[config.mk]
export PLATFORM = sky130hd
export DESIGN_NAME = pdc_cell
export DESIGN_NICKNAME = d
export VERILOG_FILES = /design/src/sv/pdc_pkg.sv /design/src/sv/pdc_cell.sv
export SDC_FILE = /design/constraint.sdc
export NUM_CORES = 1
export LEC_CHECK = 0
export ABC_AREA = 0
export CAP_MARGIN = 20
export CORE_MARGIN = 2
export CORE_UTILIZATION = 45
export CTS_CLUSTER_SIZE = 30
export DETAILED_ROUTE_END_ITERATION = 10
export DONT_BUFFER_PORTS = 1
export PLACE_DENSITY = 0.66
export SETUP_SLACK_MARGIN = 0.4
export SKIP_LAST_GASP = 1
export SYNTH_ARGS = -nofsm -noshare
export SYNTH_HDL_FRONTEND = slang
export SYNTH_SLANG_ARGS = --single-unit
[constraint.sdc]
create_clock -name clock -period 10.33 [get_ports clock]
set_input_delay 1.033 -clock clock [delete_from_list [all_inputs] [get_ports clock]]
set_output_delay 1.033 -clock clock [all_outputs]
set_load 0.02 [all_outputs]
[src/sv/pdc_pkg.sv]
`timescale 1ns / 1ps
// ----------------------------------------------------------------------------
// pdc_pkg
// Shared types and constants for the proximity dedup counter: the token that
// walks the cell chain, the store write bus and the controller states.
// ----------------------------------------------------------------------------
package pdc_pkg;

   localparam int XY_W   = 16;   // Q3.12 coordinate
   localparam int SQ_W   = 32;   // one squared difference, Q8.24
   localparam int DIST_W = 35;   // threshold width, Q11.24
   localparam int DC_W   = 9;    // distinct_count output width

   localparam logic [DIST_W-1:0] THRESH_RESET = 35'd167772;

   // query point as it moves from cell to cell
   typedef struct packed {
      logic            valid;
      logic [XY_W-1:0] x;
      logic [XY_W-1:0] y;
      logic            last;
      logic            dup;
   } token_type;

   // append a kept point; the target cell is picked by the fill count
   typedef struct packed {
      logic            en;
      logic [XY_W-1:0] x;
      logic [XY_W-1:0] y;
   } wr_type;

   typedef enum logic [1:0] {
      ST_IDLE,
      ST_SCAN,
      ST_COMMIT
   } state_type;

endpackage

[src/sv/pdc_cell.sv]
`timescale 1ns / 1ps
// ----------------------------------------------------------------------------
// pdc_cell
// One store slot. Holds a kept point, squares the distance to the passing
// query in a first stage, then adds, compares and hands the token on.
// ----------------------------------------------------------------------------
module pdc_cell #(
   parameter int IDX   = 0,
   parameter int CNT_W = 9
) (
   input  logic                        clock,
   input  logic                        reset,
   input  pdc_pkg::token_type          tok_i,
   output pdc_pkg::token_type          tok_o,
   input  pdc_pkg::wr_type             wr_i,
   input  logic [CNT_W-1:0]            count_i,
   input  logic [pdc_pkg::DIST_W-1:0]  thresh_i
);
   import pdc_pkg::*;

   localparam logic [CNT_W-1:0] MY_IDX = CNT_W'(IDX);

   logic [XY_W-1:0]        pt_x_ff, pt_y_ff;
   logic signed [XY_W:0]   dx, dy;
   logic signed [2*XY_W+1:0] px, py;
   logic [SQ_W-1:0]        sq_x_ff, sq_x_in, sq_y_ff, sq_y_in;
   logic                   occ_ff, occ_in;
   token_type              mid_ff, mid_in;
   token_type              out_ff, out_in;
   logic [SQ_W:0]          sum;
   logic                   hit;

   // stage 1: differences and squares
   always_comb begin
      dx      = $signed({tok_i.x[XY_W-1], tok_i.x}) - $signed({pt_x_ff[XY_W-1], pt_x_ff});
      dy      = $signed({tok_i.y[XY_W-1], tok_i.y}) - $signed({pt_y_ff[XY_W-1], pt_y_ff});
      px      = dx * dx;
      py      = dy * dy;
      sq_x_in = px[SQ_W-1:0];
      sq_y_in = py[SQ_W-1:0];
      occ_in  = MY_IDX < count_i;
      mid_in  = tok_i;
   end

   // stage 2: sum, compare, fold into the duplicate flag
   always_comb begin
      sum        = {1'b0, sq_x_ff} + {1'b0, sq_y_ff};
      hit        = occ_ff && ({{(DIST_W-SQ_W-1){1'b0}}, sum} < thresh_i);
      out_in     = mid_ff;
      out_in.dup = mid_ff.dup | hit;
   end

   always_ff @(posedge clock) begin
      if (wr_i.en && (count_i == MY_IDX)) begin
         pt_x_ff <= wr_i.x;
         pt_y_ff <= wr_i.y;
      end
      sq_x_ff <= sq_x_in;
      sq_y_ff <= sq_y_in;
      occ_ff  <= occ_in;
   end

   always_ff @(posedge clock) begin
      if (reset) begin
         mid_ff <= '0;
         out_ff <= '0;
      end else begin
         mid_ff <= mid_in;
         out_ff <= out_in;
      end
   end

   assign tok_o = out_ff;

endmodule

==> results.md <==
* Outcome: finished clean
* Core Footprint at roughly 0.057 sq mm
* CTS H-tree lvls at 4
* TNS Setup at 0 ns
* Seq/Total Area, Yosys at ~14%
* Critical Path Start Type: primary input
* Yosys top cell by area: fa_1
* Synth top area cells: fa_1 40%, ha_1 12%, inv_1 11%
* Total CTS buffers at 17
* Clk sinks at approximately 170
* Distinct cells, synth at 69
* Max cap viols at 0
* Post-Synth Adder-Cell Area at 52.1%
* Setup Crit Path Kind: primary input to flip-flop
* Global route overflow at 0
* Clock Latency Late Sink at between 0.4 and 0.5 ns
* Synth warn at 0
* PortBufs at 0
* Min Hold Slack at between 0.4 and 0.5 ns
* Final Hold Fails at 0
* Share of flip-flops with an asynchronous set or reset at 0%
* Fin crit share at 87.0%
* Post-route ant nets at 0
* Synth Area in Simple Gates at 11.1%
* Max Fclk at approximately 110 MHz
* Post-route core utilization at between 40% and 50%
* Die area at 0.0595 sq mm
* Post-synthesis mux area share at 0.0387%
* Fill cell count at between 5,000 and 6,000
* Routed vias/inst at about 5
* Avg Inst Size Synth at 9.38 sq um
* Met3 layer usage reported by global route at 4.66%
* RSZ-0062 raised after global routing: no
* Total Nets Final at around 3,600
* Clock Tree Root: clkbuf_16
* Post-layout min period at between 8 and 9 ns
* HPWL Detailed at about 54 mm
* Register bit total from synthesis at 165
* R2r startpoint: pt_y_ff[0]$_DFFE_PP_
* Worst Hold Depth at 1
* CTS tree: yes
* I/O pins at around 150
* Antenna cells at 0
* GR Util met1 at roughly 29%
* Vias at approximately 18,000
* Most frequent cells after synthesis: 728 x inv_1, 517 x fa_1, 250 x ha_1
* Initial antenna violation count at 1
* Synth Area in Compound Gates at under 10%
* Largest family of logic cells by synthesized area: adder cells
* Max FO, Critical Path at 10
* RD Place Congestion at between 0.9 and 1
* CP max-delay cell: fa_1
* Resize count post-CTS at 0
* CP most frequent cell: fa_1
* Synth Area in XOR/XNOR at around 4.2%
* CP arrival at slightly above 9 ns
* Hold Path Origin: mid_ff[15]$_SDFF_PP0_
* Final Setup Violations at 0
* Relative slew margins at between 30% and 40%
* Area of the multi-input gates at between 0.015 and 0.02 sq mm
* DRC at 0
* Chip width at between 200 and 250 um
* Layout area overhead at 6.42%
* Rows at 87
* Hold WC Path Type: flip-flop to flip-flop
* GRT Max-Usage Layer: met2
* Starting DRC count in detailed routing at 1,042
* CP startpoint: tok_i[2]
* Post-synth top area share at about two fifths
* First-pass GRT wire length at 102 mm
* Worst r2r path cells at 30
* Met2 Use GR at between 30% and 40%
* Post-synthesis cell count at roughly 2,800
* Final Max Tran Viols at 0
* Vias in the first global route at ~20,000
* Clk buf depth at 2
* Wire per inst at between 15 and 20 um
* Slew @ Worst Pin at ~1 ns
* Crit. End Element: flip-flop
* Layout cells sized above 1 at under 10%
* Die Ht at between 200 and 250 um
* Syn nets at between 3,000 and 4,000
* Slowest stage delay, CP at around 0.56 ns
* CP required at approximately 11 ns
* Primary FF master, synth: dfxtp_1
* Hold Buf Count CTS at 0
* Final wirelength at ~62 mm
* Reg area at approximately 0.0036 sq mm
* Top-count cell post-synth: inv_1
* Largest net degree at the start of global routing at 71
* Clk_skew at 0.0221 ns
* Post-synth EDFFs at 32
* Setup bufs post-CTS at 0
* Area of the mapped netlist at about 0.026 sq mm
* Clk slew on worst S/H paths at 0.08 ns
* Starting Density at between 40% and 50%
* DR pass1 iterations at 5
* Tot GR Track Use at approximately 22%
## layer usage
metal / part of all wire [%] / vias to the layer above / wire length, um
met3: 6.9 / 89 / 4300
met2: 48 / 573 / 30200
met5: 0 / - / 0
met4: 2.3 / 0 / 1450
met1: 42 / 9064 / 26400
li1: - / 8321 / -
## registers in the layout (all words and copies together) (netlist names)
signal / count
mid_ff: 35
tok_o: 35
sq_x_ff: 31
sq_y_ff: 31
pt_x_ff: 16
pt_y_ff: 16
occ_ff: 1
## area by class of cell
cell class,instances,share of cell area (%)
repair buffers,35,0.954
inverters,741,10.1
clock inverters,15,0.690
well taps,756,3.43
flip-flops and latches,165,13.2
clock buffers,17,1.54
multi-input cells,1804,70.1
## layout by cell type (no fill, tap or decap), types with 15 or more instances in the layout
cell type / instances
xor2_1: 31
o21a_1: 34
fa_1: 517
buf_4: 35
clkbuf_16: 17
nand2_1: 197
edfxtp_1: 32
nand2b_1: 17
inv_1: 728
nor3_1: 21
o21ai_0: 37
a21o_1: 37
xnor2_1: 89
dfxtp_1: 133
and3_1: 15
nand3_1: 17
ha_1: 250
nor2_1: 242
nor2b_1: 86
a21oi_1: 79
a211oi_1: 15
## worst max-delay path: cells and delay by family
family                   cells  cell delay [ns]
AO/OA/AOI/OAI                7             1.68
adder cells (fa/ha/maj)      9             3.85
buffers and inverters        5             0.69
XOR/XNOR                     2             0.85
AND/OR/NAND/NOR              8             1.22
## path summary, 6_finish.rpt
path,end,slack (ns)
hold reg to reg,tok_o[15]$_SDFF_PP0_,0.44
setup reg to reg,sq_y_ff[31]$_DFF_P_,1.58
hold / removal,tok_o[15]$_SDFF_PP0_,0.44
setup / recovery,sq_y_ff[31]$_DFF_P_,1.34
## stage by stage
stage	instance area, sq um	cells	setup WS (ns)
2_1_floorplan	25900	2758	1.75
3_3_place_gp	26900	3501	1.16
3_5_place_dp	26900	3501	0.921
4_1_cts	27500	3533	1.41
5_1_grt	27500	3533	0.852
6_report	27500	3533	1.34
## cells by family after synthesis
family          Yosys count
compound gates          273
xor+xnor                123
fa+ha+maj               767
buf+inv                 789
flops                   165
mux                       1
simple gates            640
Power is not shown: default switching activity piles up to over one toggle a cycle in this logic, so the estimate is an artifact.
